--- src/hw/rtl/gce_pkg.sv ---
// ----------------------------------------------------------------------------
// gce_pkg
// Shared widths, codes, item tag type and the decay ROM builder for the
// Gaussian covariance element pipeline.
// ----------------------------------------------------------------------------
package gce_pkg;

	// Table geometry.
	localparam int TABLE_SIZE     = 1024;
	localparam int STEPS_PER_UNIT = 64;
	localparam int ADDR_W         = (TABLE_SIZE > 1) ? $clog2(TABLE_SIZE) : 1;

	// Field and datapath widths.
	localparam int COORD_W   = 20;
	localparam int INDEX_W   = 16;
	localparam int REG_W     = 24;
	localparam int FRAC_W    = 16;
	localparam int G_W       = 16;
	localparam int OUT_W     = 40;
	localparam int SQ_W      = 2 * COORD_W;
	localparam int DIST_W    = SQ_W + 1;
	localparam int HI_W      = DIST_W - FRAC_W;
	localparam int POS_W     = HI_W + REG_W;
	localparam int IPOS_W    = POS_W - FRAC_W;
	localparam int CFG_IDX_W = 2;

	// Largest table index that still has a right neighbor to interpolate with.
	localparam logic [IPOS_W-1:0] IDX_LIMIT = IPOS_W'(TABLE_SIZE - 2);

	// Cycles from the accepting edge to the edge that takes the result.
	localparam int PIPE_LATENCY = 14;

	// Request types.
	localparam logic [1:0] REQ_DATA_DATA = 2'd0;
	localparam logic [1:0] REQ_MAP_DATA  = 2'd1;
	localparam logic [1:0] REQ_DATA_MAP  = 2'd2;

	// Configuration register indexes.
	localparam logic [CFG_IDX_W-1:0] CFG_PERP_SCALE      = 2'd0;
	localparam logic [CFG_IDX_W-1:0] CFG_PARA_SCALE      = 2'd1;
	localparam logic [CFG_IDX_W-1:0] CFG_SIGNAL_VARIANCE = 2'd2;

	// Reset value of every configuration register: 1.0 in Q8.16.
	localparam logic [REG_W-1:0] CFG_RESET = 24'd65536;

	// Side information that travels with an item down the pipeline.
	typedef struct packed {
		logic [1:0]       req_type;
		logic             index_eq;
		logic [REG_W-1:0] weight;
	} gce_tag_t;

	// Alternating Taylor series of exp(-1/STEPS_PER_UNIT) in Q0.62.
	localparam logic [63:0] TAY_T0  = 64'd1 << 62;
	localparam logic [63:0] TAY_T1  = TAY_T0  / (64'(STEPS_PER_UNIT) * 64'd1);
	localparam logic [63:0] TAY_T2  = TAY_T1  / (64'(STEPS_PER_UNIT) * 64'd2);
	localparam logic [63:0] TAY_T3  = TAY_T2  / (64'(STEPS_PER_UNIT) * 64'd3);
	localparam logic [63:0] TAY_T4  = TAY_T3  / (64'(STEPS_PER_UNIT) * 64'd4);
	localparam logic [63:0] TAY_T5  = TAY_T4  / (64'(STEPS_PER_UNIT) * 64'd5);
	localparam logic [63:0] TAY_T6  = TAY_T5  / (64'(STEPS_PER_UNIT) * 64'd6);
	localparam logic [63:0] TAY_T7  = TAY_T6  / (64'(STEPS_PER_UNIT) * 64'd7);
	localparam logic [63:0] TAY_T8  = TAY_T7  / (64'(STEPS_PER_UNIT) * 64'd8);
	localparam logic [63:0] TAY_T9  = TAY_T8  / (64'(STEPS_PER_UNIT) * 64'd9);
	localparam logic [63:0] TAY_T10 = TAY_T9  / (64'(STEPS_PER_UNIT) * 64'd10);
	localparam logic [63:0] TAY_T11 = TAY_T10 / (64'(STEPS_PER_UNIT) * 64'd11);
	localparam logic [63:0] TAY_T12 = TAY_T11 / (64'(STEPS_PER_UNIT) * 64'd12);
	localparam logic [63:0] TAY_T13 = TAY_T12 / (64'(STEPS_PER_UNIT) * 64'd13);
	localparam logic [63:0] TAY_T14 = TAY_T13 / (64'(STEPS_PER_UNIT) * 64'd14);
	localparam logic [63:0] TAY_T15 = TAY_T14 / (64'(STEPS_PER_UNIT) * 64'd15);
	localparam logic [63:0] TAY_T16 = TAY_T15 / (64'(STEPS_PER_UNIT) * 64'd16);
	localparam logic [63:0] TAY_T17 = TAY_T16 / (64'(STEPS_PER_UNIT) * 64'd17);
	localparam logic [63:0] TAY_T18 = TAY_T17 / (64'(STEPS_PER_UNIT) * 64'd18);
	localparam logic [63:0] TAY_T19 = TAY_T18 / (64'(STEPS_PER_UNIT) * 64'd19);
	localparam logic [63:0] TAY_T20 = TAY_T19 / (64'(STEPS_PER_UNIT) * 64'd20);
	localparam logic [63:0] TAY_T21 = TAY_T20 / (64'(STEPS_PER_UNIT) * 64'd21);
	localparam logic [63:0] TAY_T22 = TAY_T21 / (64'(STEPS_PER_UNIT) * 64'd22);
	localparam logic [63:0] TAY_T23 = TAY_T22 / (64'(STEPS_PER_UNIT) * 64'd23);
	localparam logic [63:0] TAY_T24 = TAY_T23 / (64'(STEPS_PER_UNIT) * 64'd24);

	localparam logic [63:0] TAY_SUM = TAY_T0 - TAY_T1 + TAY_T2 - TAY_T3 + TAY_T4
		- TAY_T5 + TAY_T6 - TAY_T7 + TAY_T8 - TAY_T9 + TAY_T10 - TAY_T11
		+ TAY_T12 - TAY_T13 + TAY_T14 - TAY_T15 + TAY_T16 - TAY_T17
		+ TAY_T18 - TAY_T19 + TAY_T20 - TAY_T21 + TAY_T22 - TAY_T23 + TAY_T24;

	// Per-step decay factor, rounded half up to Q0.32 and clamped below 1.0.
	localparam logic [63:0] DECAY_RAW  = (TAY_SUM + (64'd1 << 29)) >> 30;
	localparam logic [63:0] DECAY_BASE = (DECAY_RAW > 64'hFFFF_FFFF) ?
		64'hFFFF_FFFF : DECAY_RAW;

	typedef logic [G_W-1:0] decay_rom_t [TABLE_SIZE];

	// Builds the Q0.16 decay table by repeated multiplication in Q0.32.
	function automatic decay_rom_t build_decay_rom();
		decay_rom_t  rom;
		logic [63:0] p;
		logic [63:0] e;
		p = 64'd1 << 32;
		for (int k = 0; k < TABLE_SIZE; k++) begin
			e = (p + 64'd32768) >> 16;
			rom[k] = (e > 64'd65535) ? 16'hFFFF : e[G_W-1:0];
			p = (p * DECAY_BASE + (64'd1 << 31)) >> 32;
		end
		return rom;
	endfunction

endpackage

--- src/hw/rtl/gce_separation.sv ---
// ----------------------------------------------------------------------------
// gce_separation
// Front stages: coordinate differences, squares and the perpendicular and
// parallel squared separations.
// ----------------------------------------------------------------------------
module gce_separation (
	input  logic                         clk,
	input  logic                         arst_n,
	input  logic                         valid_in,
	input  gce_pkg::gce_tag_t            tag_in,
	input  logic [gce_pkg::COORD_W-1:0]  ax,
	input  logic [gce_pkg::COORD_W-1:0]  ay,
	input  logic [gce_pkg::COORD_W-1:0]  az,
	input  logic [gce_pkg::COORD_W-1:0]  bx,
	input  logic [gce_pkg::COORD_W-1:0]  by,
	input  logic [gce_pkg::COORD_W-1:0]  bz,
	output logic                         valid_out,
	output gce_pkg::gce_tag_t            tag_out,
	output logic [gce_pkg::DIST_W-1:0]   dist_perp,
	output logic [gce_pkg::DIST_W-1:0]   dist_para
);

	function automatic logic [gce_pkg::COORD_W-1:0] abs_diff(
		input logic [gce_pkg::COORD_W-1:0] a,
		input logic [gce_pkg::COORD_W-1:0] b
	);
		return (a > b) ? (a - b) : (b - a);
	endfunction

	logic                        valid_s1, valid_s2, valid_s3;
	gce_pkg::gce_tag_t           tag_s1, tag_s2, tag_s3;
	logic [gce_pkg::COORD_W-1:0] dx_s1, dy_s1, dz_s1;
	logic [gce_pkg::SQ_W-1:0]    dx2_s2, dy2_s2, dz2_s2;
	logic [gce_pkg::DIST_W-1:0]  perp_s3, para_s3;

	// Valid bits follow the item through the three stages.
	always_ff @(posedge clk or negedge arst_n) begin
		if (!arst_n) begin
			valid_s1 <= 1'b0;
			valid_s2 <= 1'b0;
			valid_s3 <= 1'b0;
		end else begin
			valid_s1 <= valid_in;
			valid_s2 <= valid_s1;
			valid_s3 <= valid_s2;
		end
	end

	// Differences, then squares, then the sums of squares.
	always_ff @(posedge clk) begin
		tag_s1  <= tag_in;
		dx_s1   <= abs_diff(ax, bx);
		dy_s1   <= abs_diff(ay, by);
		dz_s1   <= abs_diff(az, bz);
		tag_s2  <= tag_s1;
		dx2_s2  <= gce_pkg::SQ_W'(dx_s1) * gce_pkg::SQ_W'(dx_s1);
		dy2_s2  <= gce_pkg::SQ_W'(dy_s1) * gce_pkg::SQ_W'(dy_s1);
		dz2_s2  <= gce_pkg::SQ_W'(dz_s1) * gce_pkg::SQ_W'(dz_s1);
		tag_s3  <= tag_s2;
		perp_s3 <= gce_pkg::DIST_W'(dx2_s2) + gce_pkg::DIST_W'(dy2_s2);
		para_s3 <= gce_pkg::DIST_W'(dz2_s2);
	end

	assign valid_out = valid_s3;
	assign tag_out   = tag_s3;
	assign dist_perp = perp_s3;
	assign dist_para = para_s3;

endmodule

--- config.mk ---
export PLATFORM = sky130hd
export DESIGN_NAME = gce_separation
export DESIGN_NICKNAME = d
export VERILOG_FILES = /design/src/hw/rtl/gce_pkg.sv /design/src/hw/rtl/gce_separation.sv
export SDC_FILE = /design/constraint.sdc
export NUM_CORES = 2
export LEC_CHECK = 0
export BUFFER_PORTS_ARGS = -buffer_cell sky130_fd_sc_hd__buf_4
export CORE_ASPECT_RATIO = 2
export CORE_MARGIN = 4
export CORE_UTILIZATION = 50
export CTS_CLUSTER_DIAMETER = 60
export DETAILED_ROUTE_END_ITERATION = 8
export PLACE_DENSITY = 0.67
export RECOVER_POWER = 50
export SYNTH_ARGS = -nofsm -noshare
export SYNTH_HDL_FRONTEND = slang
export SYNTH_SLANG_ARGS = --single-unit
--- constraint.sdc ---
create_clock -name clk -period 8.64 [get_ports clk]
set_input_delay 1.728 -clock clk [delete_from_list [all_inputs] [get_ports clk]]
set_output_delay 1.728 -clock clk [all_outputs]
set_load 0.005 [all_outputs]
==> flow_summary.toml <==
[clocking]
post_cts_buffers = 0
clkSlewWorstSetupHoldPaths_ps = 70
cts_max_level = 2
ctsHoldBuffers = 0
cts_root_buf = "clkbuf_16"
cts.path.max_buffers = 3
cts_tree = "done"
cts_made_buffers = 36
clock-sinks = 341
cts.repair.resized = 0
clk_latency_ps = 590

[setup_path]
crit_family = "adder cells"
cp_num_buf_inv = 4
start_kind = "register"
worstPathArrival_ps = 8240
slowest_stage = "dfxtp_1"
critPathKind = "register to register"
cp_max_fo = 21
end_kind = "register"
cp_common_cell = "fa_1"
worstPathCellList = "nand2_1 -> fa_1 -> fa_1 -> inv_1 -> fa_1 -> fa_1 -> fa_1 -> fa_1 -> inv_1 -> fa_1 -> inv_1 -> ha_1 -> nand4_1 -> or2_2 -> a21oi_1 -> a2111oi_0 -> buf_4 -> a211oi_1 -> a21oi_1 -> o31ai_1 -> xor2_1"
max_stage_delay_ps = 980
worstPathRequired_ps = 9150

[sta]
fin_skew_ps = 16.3
slew_viol_final = 0
min_period_ps = 7730
setup-tns-final_ps = 0
fmax_mhz = 129
setup_viol = 0
holdWs_ps = 316
worst_slew_pin_slew_ps = 1250
hold_viol = 0
slew-limit-headroom_pct = 16.8
min_period_over_period_pct = 89.5
grt_setup_unrepaired = "false"

[detailed_routing]
drt-total-wl_um = 124000
remaining_drc_errors = 0
wl_per_cell_um = 18.7
viasPerCell = 5.38
vias = 35593
drt_iter0_markers = 1394
drt.antenna.violating_nets = 0
dr.pass1.iters = 5

[synthesis]
synth_area_um2 = 48900
syn_avg_cell_area_um2 = 9.41
yosys_register_bits = 341
synth-edff-count = 0
async_flop_share_pct = 0.880
synthCells = 5194
ys_types = 82
yosysSeqAreaShare_pct = 14.0
synthFlopType = "dfxtp_1"
ys_warn_count = 0

[status]
status = "finished clean"

[final_layout]
fin_cells = 6617
drive_gt1_share_pct = 7.28
fin_util_pct = 54.6
area_growth_pct = 8.76
finalNetCount = 6960

[worst_hold_path]
hp-class = "register to register"

[job]
maxCapViolations = 0

[grt]
grt_usage_pct = 24.5
grt-ovfl-total = 0
grt_pass1_wl_um = 201000
grt_max_degree = 26
grt_pass1_vias = 40446
grt_antenna_before_repair = 3

[placement]
gp_congestion = 0.943
io_buffers = 257
dpl.hpwl_um = 105000
dp.cells = 6549

[floorplan]
core-area_um2 = 97300
die_w_um = 229
rows = 162
initial_core_util_pct = 50.2
die_h_um = 450
die-area_um2 = 103000
num_io_pins = 260
## cell usage after synthesis (all sizes together) (22+ instances only)
cell | instances | area share (%)
a211oi | 23 | 0.35
a21o | 149 | 2.3
a21oi | 211 | 2.2
a31oi | 36 | 0.46
and2 | 225 | 2.9
and3 | 26 | 0.34
buf | 24 | 0.39
clkbuf | 161 | 1.2
dfxtp | 338 | 14
fa | 841 | 34
ha | 612 | 16
inv | 1159 | 8.9
mux2i | 59 | 1.2
nand2 | 455 | 3.5
nand2b | 30 | 0.38
nand3 | 31 | 0.32
nand4 | 25 | 0.32
nor2 | 140 | 1.1
nor2b | 48 | 0.61
nor3 | 22 | 0.23
o21a | 26 | 0.40
o21ai | 107 | 1.1
xnor2 | 144 | 2.6
xor2 | 101 | 1.8
## area by class of cell
cell class	count	area, µm²
fill	8972	44100
sequential	341	6840
timing repair buffer	309	2210
multi-input combinational	3510	36900
clock buffer	45	975
antenna	2	5.00
inverter	1159	4350
tap	1230	1540
clock inverter	21	349
## placed cells by master, fill, tap and decap left out, types with 8 or more instances in the layout
master | synthesis | layout
inv_1 | 1159 | 1159
fa_1 | 841 | 841
ha_1 | 612 | 612
nand2_1 | 455 | 455
dfxtp_1 | 338 | 338
and2_1 | 225 | 224
buf_4 | 11 | 217
a21oi_1 | 210 | 210
a21o_1 | 147 | 147
xnor2_1 | 144 | 144
nor2_1 | 140 | 140
xor2_1 | 101 | 101
o21ai_0 | 97 | 99
clkbuf_4 | 0 | 62
mux2i_1 | 59 | 59
nor2b_1 | 48 | 48
a31oi_1 | 36 | 36
clkbuf_16 | 0 | 36
clkbuf_1 | 161 | 34
nand3_1 | 31 | 31
nand2b_1 | 30 | 30
o21a_1 | 26 | 26
nand4_1 | 25 | 25
and3_1 | 24 | 24
a211oi_1 | 23 | 23
nor3_1 | 22 | 22
a31o_2 | 18 | 18
o21bai_1 | 18 | 18
o31ai_1 | 17 | 17
or2_2 | 14 | 14
or3_1 | 9 | 9
a221oi_1 | 8 | 8
o21ai_1 | 10 | 8
and4_1 | 8 | 8
## per-stage QoR
stage	setup WS [ps]	area, µm²
floorplan	1830	48900
global placement	1070	51900
detailed placement	931	51900
CTS	900	53300
global route	493	53100
finish	909	53200
## state kept, by name, summed over array words and instances, names as in the netlist
| register | cells |
|---|---|
| dist_perp | 41 |
| dist_para | 39 |
| dx2_s2 | 39 |
| dy2_s2 | 39 |
| dz2_s2 | 39 |
| tag_out | 27 |
| tag_s1 | 27 |
| tag_s2 | 27 |
| dx_s1 | 20 |
| dy_s1 | 20 |
| dz_s1 | 20 |
| valid_out | 1 |
| valid_s1 | 1 |
| valid_s2 | 1 |
## metal layers
layer / wire length [µm] / global-route usage [%] / share of wire [%]
met4: 9050 / 14.9 / 7.3
met5: 0 / 0 / 0
met1: 38900 / 22.6 / 31
met3: 4570 / 2.62 / 3.7
met2: 71100 / 49.8 / 57
## cells by family (layout without fill, tap and decap cells)
group,Yosys count,in the layout,share of synthesized area [%]
other,1,4,0.00767
buffers and inverters,1344,1534,10.5
XOR/XNOR,245,245,4.39
flip-flops,341,341,14.0
AO/OA/AOI/OAI,692,692,9.21
AND/OR/NAND/NOR,1054,1054,10.4
multiplexers,63,63,1.30
adder cells (fa/ha/maj),1454,1454,50.1
## path summary, 6_finish.rpt
path | startpoint | end | slack [ps] | cells after the start
hold / removal | tag_s2[3]$_DFF_P_ | tag_out[3]$_DFF_P_ | 320 | 0
setup / recovery | dz_s1[7]$_DFF_P_ | dz2_s2[38]$_DFF_P_ | 910 | 21
min in group asynchronous | arst_n | valid_s1$_DFF_PN0_ | 940 | 1
setup reg to reg | dz_s1[7]$_DFF_P_ | dz2_s2[38]$_DFF_P_ | 910 | 21
max in group asynchronous | arst_n | valid_out$_DFF_PN0_ | 7560 | 1
hold reg to reg | tag_s2[3]$_DFF_P_ | tag_out[3]$_DFF_P_ | 320 | 0
Power is left out: the tool's default activity adds up to more than one toggle a clock period on the data nets, which glitch-free logic cannot reach.
