`src/hw/rtl/gce_pkg.sv`:
```
// ----------------------------------------------------------------------------
// gce_pkg
// Shared widths, codes, item tag type and the decay ROM builder for the
// Gaussian covariance element pipeline.
// ----------------------------------------------------------------------------
package gce_pkg;

	// Table geometry.
	localparam int TABLE_SIZE     = 1024;
	localparam int STEPS_PER_UNIT = 64;
	localparam int ADDR_W         = (TABLE_SIZE > 1) ? $clog2(TABLE_SIZE) : 1;

	// Field and datapath widths.
	localparam int COORD_W   = 20;
	localparam int INDEX_W   = 16;
	localparam int REG_W     = 24;
	localparam int FRAC_W    = 16;
	localparam int G_W       = 16;
	localparam int OUT_W     = 40;
	localparam int SQ_W      = 2 * COORD_W;
	localparam int DIST_W    = SQ_W + 1;
	localparam int HI_W      = DIST_W - FRAC_W;
	localparam int POS_W     = HI_W + REG_W;
	localparam int IPOS_W    = POS_W - FRAC_W;
	localparam int CFG_IDX_W = 2;

	// Largest table index that still has a right neighbor to interpolate with.
	localparam logic [IPOS_W-1:0] IDX_LIMIT = IPOS_W'(TABLE_SIZE - 2);

	// Cycles from the accepting edge to the edge that takes the result.
	localparam int PIPE_LATENCY = 14;

	// Request types.
	localparam logic [1:0] REQ_DATA_DATA = 2'd0;
	localparam logic [1:0] REQ_MAP_DATA  = 2'd1;
	localparam logic [1:0] REQ_DATA_MAP  = 2'd2;

	// Configuration register indexes.
	localparam logic [CFG_IDX_W-1:0] CFG_PERP_SCALE      = 2'd0;
	localparam logic [CFG_IDX_W-1:0] CFG_PARA_SCALE      = 2'd1;
	localparam logic [CFG_IDX_W-1:0] CFG_SIGNAL_VARIANCE = 2'd2;

	// Reset value of every configuration register: 1.0 in Q8.16.
	localparam logic [REG_W-1:0] CFG_RESET = 24'd65536;

	// Side information that travels with an item down the pipeline.
	typedef struct packed {
		logic [1:0]       req_type;
		logic             index_eq;
		logic [REG_W-1:0] weight;
	} gce_tag_t;

	// Alternating Taylor series of exp(-1/STEPS_PER_UNIT) in Q0.62.
	localparam logic [63:0] TAY_T0  = 64'd1 << 62;
	localparam logic [63:0] TAY_T1  = TAY_T0  / (64'(STEPS_PER_UNIT) * 64'd1);
	localparam logic [63:0] TAY_T2  = TAY_T1  / (64'(STEPS_PER_UNIT) * 64'd2);
	localparam logic [63:0] TAY_T3  = TAY_T2  / (64'(STEPS_PER_UNIT) * 64'd3);
	localparam logic [63:0] TAY_T4  = TAY_T3  / (64'(STEPS_PER_UNIT) * 64'd4);
	localparam logic [63:0] TAY_T5  = TAY_T4  / (64'(STEPS_PER_UNIT) * 64'd5);
	localparam logic [63:0] TAY_T6  = TAY_T5  / (64'(STEPS_PER_UNIT) * 64'd6);
	localparam logic [63:0] TAY_T7  = TAY_T6  / (64'(STEPS_PER_UNIT) * 64'd7);
	localparam logic [63:0] TAY_T8  = TAY_T7  / (64'(STEPS_PER_UNIT) * 64'd8);
	localparam logic [63:0] TAY_T9  = TAY_T8  / (64'(STEPS_PER_UNIT) * 64'd9);
	localparam logic [63:0] TAY_T10 = TAY_T9  / (64'(STEPS_PER_UNIT) * 64'd10);
	localparam logic [63:0] TAY_T11 = TAY_T10 / (64'(STEPS_PER_UNIT) * 64'd11);
	localparam logic [63:0] TAY_T12 = TAY_T11 / (64'(STEPS_PER_UNIT) * 64'd12);
	localparam logic [63:0] TAY_T13 = TAY_T12 / (64'(STEPS_PER_UNIT) * 64'd13);
	localparam logic [63:0] TAY_T14 = TAY_T13 / (64'(STEPS_PER_UNIT) * 64'd14);
	localparam logic [63:0] TAY_T15 = TAY_T14 / (64'(STEPS_PER_UNIT) * 64'd15);
	localparam logic [63:0] TAY_T16 = TAY_T15 / (64'(STEPS_PER_UNIT) * 64'd16);
	localparam logic [63:0] TAY_T17 = TAY_T16 / (64'(STEPS_PER_UNIT) * 64'd17);
	localparam logic [63:0] TAY_T18 = TAY_T17 / (64'(STEPS_PER_UNIT) * 64'd18);
	localparam logic [63:0] TAY_T19 = TAY_T18 / (64'(STEPS_PER_UNIT) * 64'd19);
	localparam logic [63:0] TAY_T20 = TAY_T19 / (64'(STEPS_PER_UNIT) * 64'd20);
	localparam logic [63:0] TAY_T21 = TAY_T20 / (64'(STEPS_PER_UNIT) * 64'd21);
	localparam logic [63:0] TAY_T22 = TAY_T21 / (64'(STEPS_PER_UNIT) * 64'd22);
	localparam logic [63:0] TAY_T23 = TAY_T22 / (64'(STEPS_PER_UNIT) * 64'd23);
	localparam logic [63:0] TAY_T24 = TAY_T23 / (64'(STEPS_PER_UNIT) * 64'd24);

	localparam logic [63:0] TAY_SUM = TAY_T0 - TAY_T1 + TAY_T2 - TAY_T3 + TAY_T4
		- TAY_T5 + TAY_T6 - TAY_T7 + TAY_T8 - TAY_T9 + TAY_T10 - TAY_T11
		+ TAY_T12 - TAY_T13 + TAY_T14 - TAY_T15 + TAY_T16 - TAY_T17
		+ TAY_T18 - TAY_T19 + TAY_T20 - TAY_T21 + TAY_T22 - TAY_T23 + TAY_T24;

	// Per-step decay factor, rounded half up to Q0.32 and clamped below 1.0.
	localparam logic [63:0] DECAY_RAW  = (TAY_SUM + (64'd1 << 29)) >> 30;
	localparam logic [63:0] DECAY_BASE = (DECAY_RAW > 64'hFFFF_FFFF) ?
		64'hFFFF_FFFF : DECAY_RAW;

	typedef logic [G_W-1:0] decay_rom_t [TABLE_SIZE];

	// Builds the Q0.16 decay table by repeated multiplication in Q0.32.
	function automatic decay_rom_t build_decay_rom();
		decay_rom_t  rom;
		logic [63:0] p;
		logic [63:0] e;
		p = 64'd1 << 32;
		for (int k = 0; k < TABLE_SIZE; k++) begin
			e = (p + 64'd32768) >> 16;
			rom[k] = (e > 64'd65535) ? 16'hFFFF : e[G_W-1:0];
			p = (p * DECAY_BASE + (64'd1 << 31)) >> 32;
		end
		return rom;
	endfunction

endpackage

```
`src/hw/rtl/gce_scale.sv`:
```
// ----------------------------------------------------------------------------
// gce_scale
// Back stages: variance times both decay factors, pixel weighting and the
// selection of the covariance value by request type.
// ----------------------------------------------------------------------------
module gce_scale (
	input  logic                        clk,
	input  logic                        arst_n,
	input  logic                        valid_in,
	input  gce_pkg::gce_tag_t           tag_in,
	input  logic [gce_pkg::G_W-1:0]     g_perp,
	input  logic [gce_pkg::G_W-1:0]     g_para,
	input  logic [gce_pkg::REG_W-1:0]   variance,
	output logic                        done,
	output logic [gce_pkg::OUT_W-1:0]   covariance
);

	localparam int VG_W = gce_pkg::REG_W + gce_pkg::G_W;
	localparam int WS_W = 2 * gce_pkg::REG_W;
	localparam logic [WS_W-1:0] ROUND = WS_W'(1) << (gce_pkg::FRAC_W - 1);
	localparam logic [gce_pkg::OUT_W-1:0] ONE_OUT =
		gce_pkg::OUT_W'(1) << gce_pkg::FRAC_W;

	logic                       valid_s9, valid_s10, valid_s11, valid_s12;
	logic                       valid_s13, valid_s14;
	gce_pkg::gce_tag_t          tag_s9, tag_s10, tag_s11, tag_s12, tag_s13;
	logic [VG_W-1:0]            vg_s9, sg_s11;
	logic [gce_pkg::G_W-1:0]    g_para_s9, g_para_s10;
	logic [gce_pkg::REG_W-1:0]  sa_s10, s_s12, s_s13;
	logic [WS_W-1:0]            ws_prod_s13;
	logic [gce_pkg::OUT_W-1:0]  cov_s14;

	logic [VG_W-1:0]                vg_round, sg_round;
	logic [WS_W-1:0]                ws_round;
	logic [WS_W-gce_pkg::FRAC_W-1:0] ws;
	logic [gce_pkg::OUT_W-1:0]      result;

	assign vg_round = vg_s9 + VG_W'(ROUND);
	assign sg_round = sg_s11 + VG_W'(ROUND);
	assign ws_round = ws_prod_s13 + ROUND;
	assign ws       = ws_round[WS_W-1:gce_pkg::FRAC_W];

	// Result by request type. The diagonal value stays below 2^33, so the
	// 40-bit field never reaches its limit.
	always_comb begin
		case (tag_s13.req_type)
			gce_pkg::REQ_DATA_DATA: begin
				result = tag_s13.index_eq ? (gce_pkg::OUT_W'(ws) + ONE_OUT) :
					gce_pkg::OUT_W'(s_s13);
			end
			gce_pkg::REQ_MAP_DATA: begin
				result = gce_pkg::OUT_W'(s_s13);
			end
			gce_pkg::REQ_DATA_MAP: begin
				result = gce_pkg::OUT_W'(ws);
			end
			default: begin
				result = '0;
			end
		endcase
	end

	always_ff @(posedge clk or negedge arst_n) begin
		if (!arst_n) begin
			valid_s9  <= 1'b0;
			valid_s10 <= 1'b0;
			valid_s11 <= 1'b0;
			valid_s12 <= 1'b0;
			valid_s13 <= 1'b0;
			valid_s14 <= 1'b0;
		end else begin
			valid_s9  <= valid_in;
			valid_s10 <= valid_s9;
			valid_s11 <= valid_s10;
			valid_s12 <= valid_s11;
			valid_s13 <= valid_s12;
			valid_s14 <= valid_s13;
		end
	end

	// Alternating multiply and round stages.
	always_ff @(posedge clk) begin
		tag_s9      <= tag_in;
		vg_s9       <= VG_W'(variance) * VG_W'(g_perp);
		g_para_s9   <= g_para;
		tag_s10     <= tag_s9;
		sa_s10      <= vg_round[gce_pkg::FRAC_W +: gce_pkg::REG_W];
		g_para_s10  <= g_para_s9;
		tag_s11     <= tag_s10;
		sg_s11      <= VG_W'(sa_s10) * VG_W'(g_para_s10);
		tag_s12     <= tag_s11;
		s_s12       <= sg_round[gce_pkg::FRAC_W +: gce_pkg::REG_W];
		tag_s13     <= tag_s12;
		ws_prod_s13 <= WS_W'(tag_s12.weight) * WS_W'(s_s12);
		s_s13       <= s_s12;
		cov_s14     <= result;
	end

	assign done       = valid_s14;
	assign covariance = cov_s14;

endmodule

```
`config.mk`:
```
export PLATFORM = sky130hd
export DESIGN_NAME = gce_scale
export DESIGN_NICKNAME = d
export VERILOG_FILES = /design/src/hw/rtl/gce_pkg.sv /design/src/hw/rtl/gce_scale.sv
export SDC_FILE = /design/constraint.sdc
export NUM_CORES = 2
export LEC_CHECK = 0
export ABC_AREA = 0
export BUFFER_PORTS_ARGS = -buffer_cell sky130_fd_sc_hd__buf_2
export CAP_MARGIN = 20
export CORE_ASPECT_RATIO = 0.8
export CORE_MARGIN = 1
export CORE_UTILIZATION = 30
export DETAILED_ROUTE_END_ITERATION = 10
export SLEW_MARGIN = 25
export SYNTH_ARGS = -nofsm -noshare
export SYNTH_HDL_FRONTEND = slang
export SYNTH_SLANG_ARGS = --single-unit
```
`constraint.sdc`:
```
create_clock -name clk -period 6.2 [get_ports clk]
set_clock_uncertainty 0.1 [all_clocks]
set_input_delay 0.62 -clock clk [delete_from_list [all_inputs] [get_ports clk]]
set_output_delay 0.62 -clock clk [all_outputs]
set_load 0.01 [all_outputs]
```
==> flow_summary.json <==
{
  "slew_viol_final": 0,
  "grt-ovfl-total": 0,
  "finalWorstSetupSlack_ps": -317,
  "grt_antenna_before_repair": 1,
  "hpwl_um": 108000,
  "hold_path_depth": 0,
  "synth_top_family_by_area": "adder cells",
  "synth-xor-area-share": 0.0276,
  "arrival_ps": 6940,
  "synthCells": 5482,
  "synthToLayoutAreaGrowth_pct": 20.8,
  "hold_slack_ps": 184,
  "end_kind": "register",
  "final-hold-violation-count": 0,
  "ant_nets": 0,
  "critPathLaunchType": "register",
  "numCtsBuffers": 40,
  "async_flop_share": 0.0178,
  "die_h_um": 371,
  "grt_setup_unrepaired": "yes",
  "r2r_slack_ps": -320,
  "gr-usage-all-layers": 0.153,
  "grt_max_degree": 25,
  "vias": 37100,
  "synth_area_mm2": 0.0510,
  "drive_gt1_frac": 0.174,
  "crit_type": "reg -> reg",
  "path_clk_slew_ps": 60,
  "failed_checks": "setup timing",
  "clk-insertion-delay-late_ps": 650,
  "min_period_ps": 6520,
  "worst-path-max-fanout": 8,
  "hold_class": "reg -> reg",
  "synth_compound_area_frac": 0.0409,
  "ys.flop_type": "dfxtp_1",
  "final-setup-viol-count": 17,
  "drt_pass1_iterations": 6,
  "outcome": "finished, violations left",
  "gp_congestion": 0.888,
  "place_area_mm2": 0.0581,
  "reg2reg_depth": 23,
  "maxSlewHeadroom": 0.327,
  "syn_avg_cell_area_um2": 9.30,
  "die_area_mm2": 0.172,
  "synth-adder-area-share": 0.525,
  "synth-edff-count": 0,
  "rows": 134,
  "min_from": "tag_s10[7]",
  "clockBufferDepth": 3,
  "grt_pass1_wl_um": 212000,
  "drt-total-wl_um": 130000,
  "maxCapViolCount": 0,
  "place_inst": 8124,
  "viasPerCell": 4.46,
  "hold-path-endpoint": "tag_s11[7]",
  "numPortBuffers": 119,
  "initial_core_util": 0.304,
  "dr.first_iter.drc_count": 2150,
  "die_width_um": 463,
  "cts_tree": "built",
  "cts_root_buffer": "clkbuf_16",
  "h-tree-depth": 2,
  "synth_simple_gate_area_frac": 0.164,
  "synth.area.mux_share": 0.00128,
  "clock.fmax_mhz": 153,
  "drc": 0,
  "ys_seq_elements": 337,
  "grt_pass1_vias": 40300,
  "coreArea_mm2": 0.168,
  "yosys_warnings": 0,
  "io_pins": 127,
  "tightest_slew_ps": 1010,
  "routedWlPerCell_um": 15.6,
  "finalCritPeriodShare": 1.05,
  "timing.rr.end": "ws_prod_s13[47]",
  "yosysSeqAreaShare": 0.133,
  "utilization": 0.367,
  "nNetsFinal": 7595,
  "synth.distinct_cells": 83,
  "final-instance-count-excl-fill": 8303,
  "reg2reg_from": "tag_s12[6]",
  "required_ps": 6620,
  "post-route-cell-area_mm2": 0.0616,
  "cts.sinks": 337
}
## registers in the layout, summed over array words and instances (netlist names), 24 cells and up
| register | count |
|---|---|
| tag_s9 | 27 |
| tag_s11 | 27 |
| tag_s10 | 27 |
| tag_s12 | 27 |
| covariance | 33 |
| sa_s10 | 24 |
| sg_s11 | 25 |
| vg_s9 | 25 |
| ws_prod_s13 | 33 |
| s_s13 | 24 |
| s_s12 | 24 |
## cell usage in the layout (no fill, tap or decap), types with 50 or more instances in the layout
master and count:
ha_1 363, buf_4 499, nor2_1 58, dfxtp_1 271
nand3_1 50, xnor2_1 97, a21o_1 51, buf_2 117
nand2_1 880, inv_1 1172, xor2_1 60, fa_1 1063
and2_1 528, o21ai_0 55, a21oi_1 74
## kinds of logic after synthesis
| family | after synthesis |
|---|---|
| simple gates | 1721 |
| compound gates | 321 |
| other cells | 1 |
| mux | 6 |
| flops | 337 |
| xor+xnor | 160 |
| buf+inv | 1453 |
| fa+ha+maj | 1483 |
## routing by layer
layer / vias to the layer above / wire [um] / global-route usage / part of all wire
li1: 17300 / - / - / -
met3: 149 / 9630 / 0.0331 / 0.074
met1: 18600 / 61200 / 0.216 / 0.47
met5: - / 13 / 0 / 0.00010
met2: 1030 / 56100 / 0.239 / 0.43
met4: 2 / 2640 / 0.0346 / 0.020
## synthesized netlist by cell type, types with 4 or more instances
cell	instances	area (um2)
a211o_1	4	35.0
a211oi_1	11	82.6
a21o_1	52	390
a21oi_1	97	485
a22oi_1	4	30.0
a311oi_1	5	43.8
a31oi_1	6	37.5
and2_1	548	3430
and3_1	31	194
and4_1	9	78.8
buf_4	9	67.6
clkbuf_1	227	852
dfrtp_1	6	150
dfxtp_1	331	6630
fa_1	1091	21800
ha_1	392	4900
inv_1	1211	4550
mux2_2	4	45.0
nand2_1	906	3400
nand2b_1	12	75.1
nand3_1	51	255
nand4_1	28	175
nor2_1	63	236
nor2b_1	14	87.6
nor3_1	20	100
nor4_1	8	50.1
o211ai_1	11	82.6
o21a_1	6	45.0
o21ai_0	67	335
o21bai_1	12	90.1
o311ai_0	4	35.0
or3_1	4	25.0
or4_1	4	30.0
xnor2_1	98	858
xor2_1	61	534
## how the worst max path moves through the flow
| stage | depth (start not counted) | slack (ps) | start | endpoint |
|---|---|---|---|---|
| finish | 23 | -320 | tag_s12[6] | ws_prod_s13[47] |
| global route | 27 | -500 | s_s12[3] | ws_prod_s13[32] |
| CTS | 23 | -350 | tag_s12[11] | ws_prod_s13[47] |
| detailed placement | 21 | -630 | tag_s12[11] | ws_prod_s13[47] |
| global placement | 21 | -530 | tag_s12[11] | ws_prod_s13[47] |
| floorplan | 24 | -50 | s_s12[5] | ws_prod_s13[36] |
## worst max-delay path: stages (launching register included)
cell	delay (ps)
dfxtp_4	450
nand2_2	80
fa_1	510
inv_1	60
fa_1	500
inv_1	50
fa_1	530
inv_1	70
fa_1	560
fa_1	440
fa_1	590
inv_2	60
fa_1	520
inv_2	50
ha_4	220
a21o_1	150
a21o_1	160
a21oi_1	150
o221ai_1	140
a21oi_1	180
o211a_4	210
o31ai_4	70
and4_1	160
or3_1	350
## per-stage QoR
step,TNS [ps],worst slack (ps)
finish,-3730,-317
global route,-9040,-499
CTS,-3530,-354
detailed placement,-17310,-625
global placement,-13640,-529
floorplan,-64.1,-52.1
## final cells by class
| cell class | count | area [um2] |
|---|---|---|
| Multi-Input combinational cell | 3698 | 39700 |
| Sequential cell | 337 | 6940 |
| Timing Repair Buffer | 738 | 6120 |
| Antenna cell | 1 | 2.50 |
| Clock buffer | 54 | 1100 |
| Fill cell | 16800 | 106000 |
| Clock inverter | 20 | 368 |
| Tap cell | 2244 | 2810 |
| Inverter | 1211 | 4550 |
## what timing repair did
| action | CTS | global route |
|---|---|---|
| pin swaps | 64 | 68 |
| resized for setup | 137 | 174 |
| buffers inserted | 20 | 35 |
| cloned | 1 | 4 |
| endpoints found under the hold margin | 50 | 0 |
| hold buffers | 45 | 0 |
| setup endpoints to repair | 39 | 52 |
Power is left out: the tool's default activity adds up to more than one toggle a clock period on the data nets, which glitch-free logic cannot reach.
